$ cat config.mk
export PLATFORM = sky130hd
export DESIGN_NAME = nhe_ctrl
export DESIGN_NICKNAME = d
export VERILOG_FILES = /design/src/sv/nhe_pkg.sv /design/src/sv/nhe_ctrl.sv
export SDC_FILE = /design/constraint.sdc
export NUM_CORES = 1
export LEC_CHECK = 0
export BUFFER_PORTS_ARGS = -buffer_cell sky130_fd_sc_hd__buf_2
export CAP_MARGIN = 25
export CORE_AREA = 2 2 39 41
export CTS_BUF_LIST = sky130_fd_sc_hd__clkbuf_4
export DETAILED_ROUTE_END_ITERATION = 6
export DIE_AREA = 0 0 41 43
export GPL_TIMING_DRIVEN = 1
export SYNTH_ARGS = -nofsm -noshare
export SYNTH_HDL_FRONTEND = slang
export SYNTH_SLANG_ARGS = --single-unit
$ cat constraint.sdc
create_clock -name clk -period 1.5 [get_ports clk]
set_clock_uncertainty 0.2 [all_clocks]
set_input_delay 0 -clock clk [delete_from_list [all_inputs] [get_ports clk]]
set_output_delay 0 -clock clk [all_outputs]
set_load 0.1 [all_outputs]
$ cat src/sv/nhe_pkg.sv
// ----------------------------------------------------------------------------
// nhe_pkg
// Shared types, constants and codes for the normalized histogram engine.
// ----------------------------------------------------------------------------
package nhe_pkg;

    localparam int NUM_BINS_DEF = 4096;

    localparam logic [1:0] MODE_CLEAR = 2'd0;
    localparam logic [1:0] MODE_COUNT = 2'd1;
    localparam logic [1:0] MODE_READ  = 2'd2;

    localparam logic [1:0] ST_OK    = 2'd0;
    localparam logic [1:0] ST_EMPTY = 2'd1;
    localparam logic [1:0] ST_RANGE = 2'd2;

    localparam logic [1:0] REG_VMIN  = 2'd0;
    localparam logic [1:0] REG_VMAX  = 2'd1;
    localparam logic [1:0] REG_CW    = 2'd2;

    typedef enum logic [2:0] {
        S_IDLE,
        S_CLEAR,
        S_SETUP,
        S_SUM,
        S_DIV,
        S_OUT
    } state_t;

    // controller -> datapath
    typedef struct packed {
        logic take_in;
        logic clr_start;
        logic setup;
        logic sum_step;
        logic div_start;
        logic div_step;
        logic out_load;
    } cmd_t;

    // datapath -> controller
    typedef struct packed {
        logic clr_done;
        logic sum_done;
        logic div_done;
        logic bad_index;
        logic empty;
    } stat_t;

endpackage

$ cat src/sv/nhe_ctrl.sv
// ----------------------------------------------------------------------------
// nhe_ctrl
// Sequencer for clear sweeps, pixel updates and coarse-bin readout.
// ----------------------------------------------------------------------------
module nhe_ctrl
(
    input  logic                clk,
    input  logic                rst_n,
    input  logic                in_valid,
    input  logic [1:0]          in_mode,
    input  logic                out_busy,
    input  nhe_pkg::stat_t      stat,
    output logic                in_ready,
    output nhe_pkg::cmd_t       cmd
);

    nhe_pkg::state_t state_reg, state_next;

    always_ff @(posedge clk or negedge rst_n)
    begin
        if (!rst_n)
        begin
            state_reg <= nhe_pkg::S_IDLE;
        end
        else
        begin
            state_reg <= state_next;
        end
    end

    always_comb
    begin
        state_next = state_reg;
        unique case (state_reg)
            nhe_pkg::S_IDLE:
            begin
                if (in_valid)
                begin
                    if (in_mode == nhe_pkg::MODE_CLEAR)
                        state_next = nhe_pkg::S_CLEAR;
                    else if (in_mode == nhe_pkg::MODE_READ)
                        state_next = nhe_pkg::S_SETUP;
                end
            end
            nhe_pkg::S_CLEAR:
                if (stat.clr_done) state_next = nhe_pkg::S_IDLE;
            nhe_pkg::S_SETUP:
                state_next = stat.bad_index ? nhe_pkg::S_OUT : nhe_pkg::S_SUM;
            nhe_pkg::S_SUM:
                if (stat.sum_done)
                    state_next = stat.empty ? nhe_pkg::S_OUT : nhe_pkg::S_DIV;
            nhe_pkg::S_DIV:
                if (stat.div_done) state_next = nhe_pkg::S_OUT;
            nhe_pkg::S_OUT:
                if (!out_busy) state_next = nhe_pkg::S_IDLE;
            default:
                state_next = nhe_pkg::S_IDLE;
        endcase
    end

    always_comb
    begin
        cmd      = '0;
        in_ready = 1'b0;
        unique case (state_reg)
            nhe_pkg::S_IDLE:
            begin
                in_ready      = 1'b1;
                cmd.take_in   = in_valid;
                cmd.clr_start = in_valid && (in_mode == nhe_pkg::MODE_CLEAR);
            end
            nhe_pkg::S_CLEAR: ;
            nhe_pkg::S_SETUP: cmd.setup    = 1'b1;
            nhe_pkg::S_SUM:
            begin
                cmd.sum_step  = 1'b1;
                cmd.div_start = stat.sum_done;
            end
            nhe_pkg::S_DIV:   cmd.div_step = 1'b1;
            nhe_pkg::S_OUT:   cmd.out_load = !out_busy;
            default: ;
        endcase
    end

endmodule

==> results.py, run 1 <==
metrics = {
    "logic_synthesis": {
        "yosysUniqueCellTypes": 18,
        "synth-seq-cells": 3,
        "synthesis.nets": 47,
        "synth.top_cell.area_share_pct": 27.0,
        "yosys-top-cells-area": "dfrtp_1 27%, nor3b_1 11%, o21ai_0 7.2%",
        "asyncSetResetFlopFracSynth_pct": 100,
        "synth_area_um2": 278,
        "synth_top_cell_by_area": "dfrtp_1",
        "synth_common_cells": "4 x nor3b_1, 4 x o21ai_0",
        "avgSynthCellArea_um2": 7.72,
        "synth_edf_count": 0,
        "yosys_warnings": 0,
        "syn_inst": 36,
        "ys_seq_area_share_pct": 27.0,
        "ys.flop_type": "dfrtp_1",
    },
    "die": {
        "ioPinCount": 19,
        "coreArea_um2": 1380,
        "die_area_um2": 1760,
        "rows": 14,
        "dieWidth_um": 41,
        "start_util_pct": 20.1,
        "die_h_um": 43,
    },
    "critical_path": {
        "end_kind": "output port",
        "path_class": "reg -> out",
        "crit_path_start": "state_reg[2]$_DFFE_PN0P_",
        "crit_chain": "nor3_4 -> and2_4 -> nor3b_4 -> buf_12",
        "startpoint_type": "register",
        "critPathMaxFanout": 3,
        "crit_required_ps": 1300,
        "cpMaxStageDelayCell": "dfrtp_2",
        "arrival_ps": 1440,
        "reg2reg_slack_ps": 20,
        "cpPeakStageDelay_ps": 420,
        "crit-reg2reg-launch": "state_reg[1]$_DFFE_PN0P_",
        "crit-reg2reg-capture": "state_reg[1]$_DFFE_PN0P_",
        "worstRegToRegCells": 4,
    },
    "sta": {
        "finalSetupTns_ps": -264,
        "tightestPinTransition_ps": 385,
        "max_slew_margin_pct": 74.3,
        "setup_viol": 5,
        "setup_slack_ps": -144,
        "post-route-min-period_ps": 1640,
        "finalHoldViolations": 0,
        "slew_violations": 0,
        "max_freq_mhz": 608,
        "post-route-period-util_pct": 110,
        "rsz0062_at_grt": "yes",
    },
    "route": {
        "wl_um": 1060,
        "drc": 0,
        "firstDrtPassIters": 1,
        "wl_per_cell_um": 11.4,
        "drt_iter0_drc": 0,
        "viasPerCell": 4.52,
        "ant_nets": 0,
        "num_vias": 420,
    },
    "finish": {
        "area_growth_pct": 197,
        "fin_area_um2": 826,
        "drive_gt1_share_pct": 64.9,
        "largest_register_ffs": 3,
        "nNetsFinal": 89,
        "fillers": 113,
        "n_antenna_cell": 0,
    },
    "placement": {
        "detailed_place_hpwl_um": 702,
        "dpl_cell_area_um2": 636,
        "place_congestion": 0.806,
        "port_buffers": 18,
        "place_ws_ps": 39.0,
    },
    "clock_network": {
        "cts_tree": "yes",
        "cts_sinks": 3,
        "htree_num_levels": 1,
        "clkTransAtPathRegs_ps": 40,
        "clockRootBuffer": "clkbuf_4",
        "cts.path.max_buffers": 2,
        "cts_buffers": 3,
        "clk_latency_ps": 230,
    },
    "power": {
        "ir_drop_mv": 1.06,
        "power.total_mw": 1.84,
        "power-per-cell-area_nw_per_um2": 2220,
        "leakage_nw": 0.353,
    },
    "hold_path": {
        "hp-class": "in -> reg",
        "min_to": "state_reg[1]$_DFFE_PN0P_",
        "whs_path_depth": 4,
        "min_from": "in_mode[0]",
    },
    "grt": {
        "grt-ovfl-total": 0,
        "grt_pass1_vias": 419,
        "grt_pass1_wl_um": 1590,
        "groute.usage.overall_pct": 12.9,
        "antenna_found_initial": 0,
        "grt_max_degree": 10,
    },
    "flow_run": {
        "maxCapViolCount": 0,
    },
    "outcome": {
        "status": "finished with violations",
        "violations": "negative setup slack",
    },
}
## power breakdown
part / switching, mW / total [mW] / internal [mW]
Clock: 0.0393 / 0.157 / 0.118
Combinational: 0.842 / 1.52 / 0.675
Sequential: 0.0419 / 0.163 / 0.121
Total: 0.923 / 1.84 / 0.913
## critical path, delay by kind of cell (launching register included)
kind                   cells  cell delay, ps
and+or+nand+nor            3             590
DFF                        1             420
buffers and inverters      1             200
## final cells by class
| class | count | area (µm²) | area share [%] |
|---|---|---|---|
| inverters | 3 | 13.8 | 1.67 |
| well taps | 16 | 20.0 | 2.42 |
| flip-flops and latches | 3 | 77.6 | 9.39 |
| clock buffers | 4 | 30.0 | 3.64 |
| multi-input cells | 27 | 278 | 33.6 |
| repair buffers | 40 | 407 | 49.2 |
## per-stage QoR
step	hold WS, ps	cells	util, %
floorplan	-496	36	-
global placement	-404	75	45.9
detailed placement	-403	75	45.9
CTS	82.9	90	55.8
global route	130	93	59.7
finish	101	93	59.7
## timing repair
item                       CTS  global route
hold endpoints to repair     6             0
setup buffers                3             3
pin swaps                    2             7
gates resized for setup      2             7
setup endpoints to repair    6             9
hold buffers                 8             0
## cells by family (layout without fill, tap and decap cells)
kind of cell	Yosys count	in the layout	share of synthesized area, %
flip-flops	3	3	27.0
buffers and inverters	6	47	9.46
AND/OR/NAND/NOR	14	14	28.4
AO/OA/AOI/OAI	13	13	35.1
## worst max path at each step
stage / endpoint / slack (ps)
2_1_floorplan: cmd[5] / -1330
3_3_place_gp: state_reg[1]$_DFFE_PN0P_ / 80
3_5_place_dp: state_reg[2]$_DFFE_PN0P_ / 40
4_1_cts: cmd[5] / -130
5_1_grt: cmd[5] / -230
6_report: cmd[5] / -140
## cells in the final DEF, fill, tap and decap left out, drive strengths merged, types with 2 or more instances in the layout
| cell type | Yosys | final |
|---|---|---|
| buf | 3 | 32 |
| dlygate4sd3 | 0 | 8 |
| o21ai | 4 | 4 |
| clkbuf | 0 | 4 |
| nor3b | 4 | 4 |
| nor3 | 3 | 3 |
| inv | 3 | 3 |
| nand2 | 3 | 3 |
| dfrtp | 3 | 3 |
| a21oi | 2 | 2 |
| nor2 | 2 | 2 |
## routing by layer
layer  up-vias  share of wire [%]  global-route usage [%]
li1        216                  -                       -
met1       194                 40                    17.3
met2        10                 55                    19.4
met3         0                5.8                    3.66
met4         0                  0                    4.00
met5         -                  0                       0
Note: power is estimated with default switching activity, not from simulation.
==> run 2, diff against run 1 <==
--- a/config.mk
+++ b/config.mk
@@ -5,12 +5,13 @@
 export SDC_FILE = /design/constraint.sdc
 export NUM_CORES = 1
 export LEC_CHECK = 0
+export ABC_AREA = 1
 export BUFFER_PORTS_ARGS = -buffer_cell sky130_fd_sc_hd__buf_2
 export CAP_MARGIN = 25
-export CORE_AREA = 2 2 39 41
+export CORE_MARGIN = 2
+export CORE_UTILIZATION = 25
 export CTS_BUF_LIST = sky130_fd_sc_hd__clkbuf_4
 export DETAILED_ROUTE_END_ITERATION = 6
-export DIE_AREA = 0 0 41 43
 export GPL_TIMING_DRIVEN = 1
 export SYNTH_ARGS = -nofsm -noshare
 export SYNTH_HDL_FRONTEND = slang
==> run 2 against run 1 <==
Effect of this change:
- the run still ends with negative setup slack left
- first-iteration DRC count increased by 5
- via count increased by 9.5%
- core utilization increased by 2.3 points
- largest power group unchanged
- routed wire length decreased by 0.66%
- worst setup slack improved by 100 ps
- sequential share of layout area increased by 0.64 points
- combinational power decreased by 15%
- synthesized cell count increased by 44%
- flip-flop and latch count unchanged
==> results.py, run 2 <==
metrics = {
    "outcome": {
        "status": "finished with violations",
        "violations": "negative setup slack",
    },
    "grt": {
        "met1_usage_pct": 21.2,
        "met3_usage_pct": 3.89,
        "antenna_found_initial": 0,
        "grt_max_degree": 8,
        "met2_usage_pct": 25.8,
        "grt_pass1_wl_um": 1750,
        "grt-busiest-layer": "met2",
        "groute.usage.overall_pct": 16.8,
        "grt-ovfl-total": 0,
        "grt_pass1_vias": 440,
    },
    "route": {
        "drc": 0,
        "firstDrtPassIters": 4,
        "ant_nets": 0,
        "num_vias": 460,
        "wl_per_cell_um": 10.3,
        "drt_iter0_drc": 5,
        "viasPerCell": 4.47,
        "wl_um": 1060,
    },
    "power": {
        "combPwrFrac_pct": 77.1,
        "power.switching_uw": 919,
        "p_seq_share_pct": 13.2,
        "power-per-cell-area_nw_per_um2": 2130,
        "pwr-share-clk_pct": 9.7,
        "ir_drop_mv": 0.982,
        "intPower_uw": 758,
        "switching_share_pct": 54.8,
        "leakage_nw": 0.389,
    },
    "logic_synthesis": {
        "synthSimpleGateAreaFrac_pct": 53.4,
        "yosys-top-cells-area": "dfrtp_1 23%, nand2_1 16%, inv_1 10%",
        "ys.flop_type": "dfrtp_1",
        "synthAdderAreaFrac_pct": 0,
        "synth.mux.area_fraction_pct": 0,
        "synth_compound_area_share_pct": 9.16,
        "synth.top_cell.area_share_pct": 22.9,
        "synth_common_cells": "14 x nand2_1, 9 x inv_1, 5 x nor2_1",
        "ys_seq_area_share_pct": 22.9,
        "synthesis.nets": 63,
        "avgSynthCellArea_um2": 6.30,
        "asyncSetResetFlopFracSynth_pct": 100,
        "synth_area_um2": 328,
        "synth_edf_count": 0,
        "synth_xor_area_share_pct": 0,
        "yosysUniqueCellTypes": 17,
        "yosys_warnings": 0,
        "synth_top_family_by_area": "simple AND/OR/NAND/NOR gates",
        "synth-seq-cells": 3,
        "synth_top_cell_by_area": "dfrtp_1",
        "syn_inst": 52,
        "synth_most_common_cell": "nand2_1",
    },
    "critical_path": {
        "startpoint_type": "register",
        "end_kind": "output port",
        "crit_required_ps": 1300,
        "critPathMaxFanout": 7,
        "path_class": "reg -> out",
        "arrival_ps": 1340,
    },
    "hold_path": {
        "hp-class": "in -> reg",
    },
    "clock_network": {
        "clockRootBuffer": "clkbuf_4",
        "cts_sinks": 3,
        "htree_num_levels": 1,
        "cts_buffers": 3,
        "cts_tree": "yes",
        "clk_latency_ps": 240,
        "clkTransAtPathRegs_ps": 40,
        "cts.path.max_buffers": 2,
    },
    "die": {
        "start_util_pct": 25.8,
        "rows": 13,
        "ioPinCount": 19,
        "coreArea_um2": 1270,
        "dieWidth_um": 40.2,
        "die_h_um": 40.2,
        "die_area_um2": 1620,
    },
    "sta": {
        "finalHoldViolations": 0,
        "post-route-period-util_pct": 103,
        "post-route-min-period_ps": 1540,
        "max_freq_mhz": 649,
        "setup_slack_ps": -41.3,
        "tightestPinTransition_ps": 272,
        "rsz0062_at_grt": "yes",
        "max_slew_margin_pct": 81.7,
        "setup_viol": 5,
        "slew_violations": 0,
        "finalSetupTns_ps": -104,
    },
    "placement": {
        "dpl_cell_area_um2": 604,
        "detailed_place_hpwl_um": 728,
        "port_buffers": 18,
        "place_congestion": 0.856,
    },
    "finish": {
        "largest_register_ffs": 3,
        "n_antenna_cell": 0,
        "seq_area_um2": 78.8,
        "fin_area_um2": 786,
        "multiInputGateArea_um2": 273,
        "nNetsFinal": 100,
        "fillers": 109,
        "final_common_cell": "nand2_1",
        "drive_gt1_share_pct": 58.0,
        "area_growth_pct": 140,
        "final_cell_mix": "12 x nand2_1, 10 x buf_2, 8 x buf_12",
    },
    "flow_run": {
        "maxCapViolCount": 0,
    },
}
-- run 2: cell types whose count changed after synthesis, moves of 3 or more --
cell / previous run / this run
nand2_1: 3 / 14
nor2_1: 2 / 5
nor3b_1: 4 / 0
buf_2: 3 / 0
inv_1: 3 / 9
nand2_2: 0 / 3
-- run 2: logic make-up (layout without fill, tap and decap cells) --
kind of cell | after synthesis | count (layout)
DFF | 3 | 3
AOI/OAI and AO/OA | 5 | 5
and+or+nand+nor | 34 | 34
buffers and inverters | 10 | 46
-- run 2: worst paths after layout --
| kind | startpoint | slack [ps] | end | cells after the start |
|---|---|---|---|---|
| max | state_reg[0]$_DFFE_PN0P_ | -40 | cmd[5] | 4 |
| min | stat[2] | 40 | state_reg[2]$_DFFE_PN0P_ | 5 |
| min reg2reg | state_reg[2]$_DFFE_PN0P_ | 590 | state_reg[2]$_DFFE_PN0P_ | 3 |
| max reg2reg | state_reg[0]$_DFFE_PN0P_ | 10 | state_reg[2]$_DFFE_PN0P_ | 8 |
| min in group asynchronous | rst_n | 430 | state_reg[0]$_DFFE_PN0P_ | 3 |
| max in group asynchronous | rst_n | 510 | state_reg[1]$_DFFE_PN0P_ | 3 |
-- run 2: metrics by stage --
| stage | utilization, % | power (mW) | setup WS (ps) | hold slack, ps | std cells |
|---|---|---|---|---|---|
| after floorplan | - | 0.978 | -767 | -496 | 52 |
| after global placement | 47.6 | 1.32 | -48.9 | -406 | 85 |
| after detailed placement | 47.6 | 1.33 | -97.1 | -405 | 85 |
| after CTS | 60.2 | 1.62 | -64.4 | 38.9 | 102 |
| after global routing | 61.9 | 1.78 | -106 | 85.9 | 103 |
| final | 61.9 | 1.68 | -41.3 | 41.8 | 103 |
-- run 2: repair_timing --
action,CTS,global route
hold endpoints to repair,6,0
gates resized for setup,6,5
hold buffers,7,0
pin swaps,6,3
endpoints found under the setup margin,10,11
buffers inserted,6,1
-- run 2: area by class of cell --
| cell class | instances | share of cell area (%) |
|---|---|---|
| inverters | 9 | 4.30 |
| flip-flops and latches | 3 | 10.0 |
| well taps | 15 | 2.39 |
| clock buffers | 4 | 3.82 |
| repair buffers | 33 | 44.7 |
| multi-input cells | 39 | 34.7 |
-- run 2: power by group through the flow --
stage          combinational [mW]  clock (mW)  sequential [mW]
2_1_floorplan               0.797           0            0.181
4_1_cts                      1.24       0.170            0.212
3_5_place_dp                 1.09           0            0.232
3_3_place_gp                 1.09           0            0.229
5_1_grt                      1.37       0.178            0.230
6_report                     1.29       0.163            0.221
-- run 2: layer usage --
metal	vias to the layer above	wire, µm
li1	238	-
met1	210	465
met2	10	537
met3	2	30
met4	0	25
met5	-	0
-- run 2: critical path, cell delays in order, from the launching register on --
cell and delay, ps:
dfrtp_2 480, nor3_4 220, nand2_2 100, nor2_4 110, buf_12 180
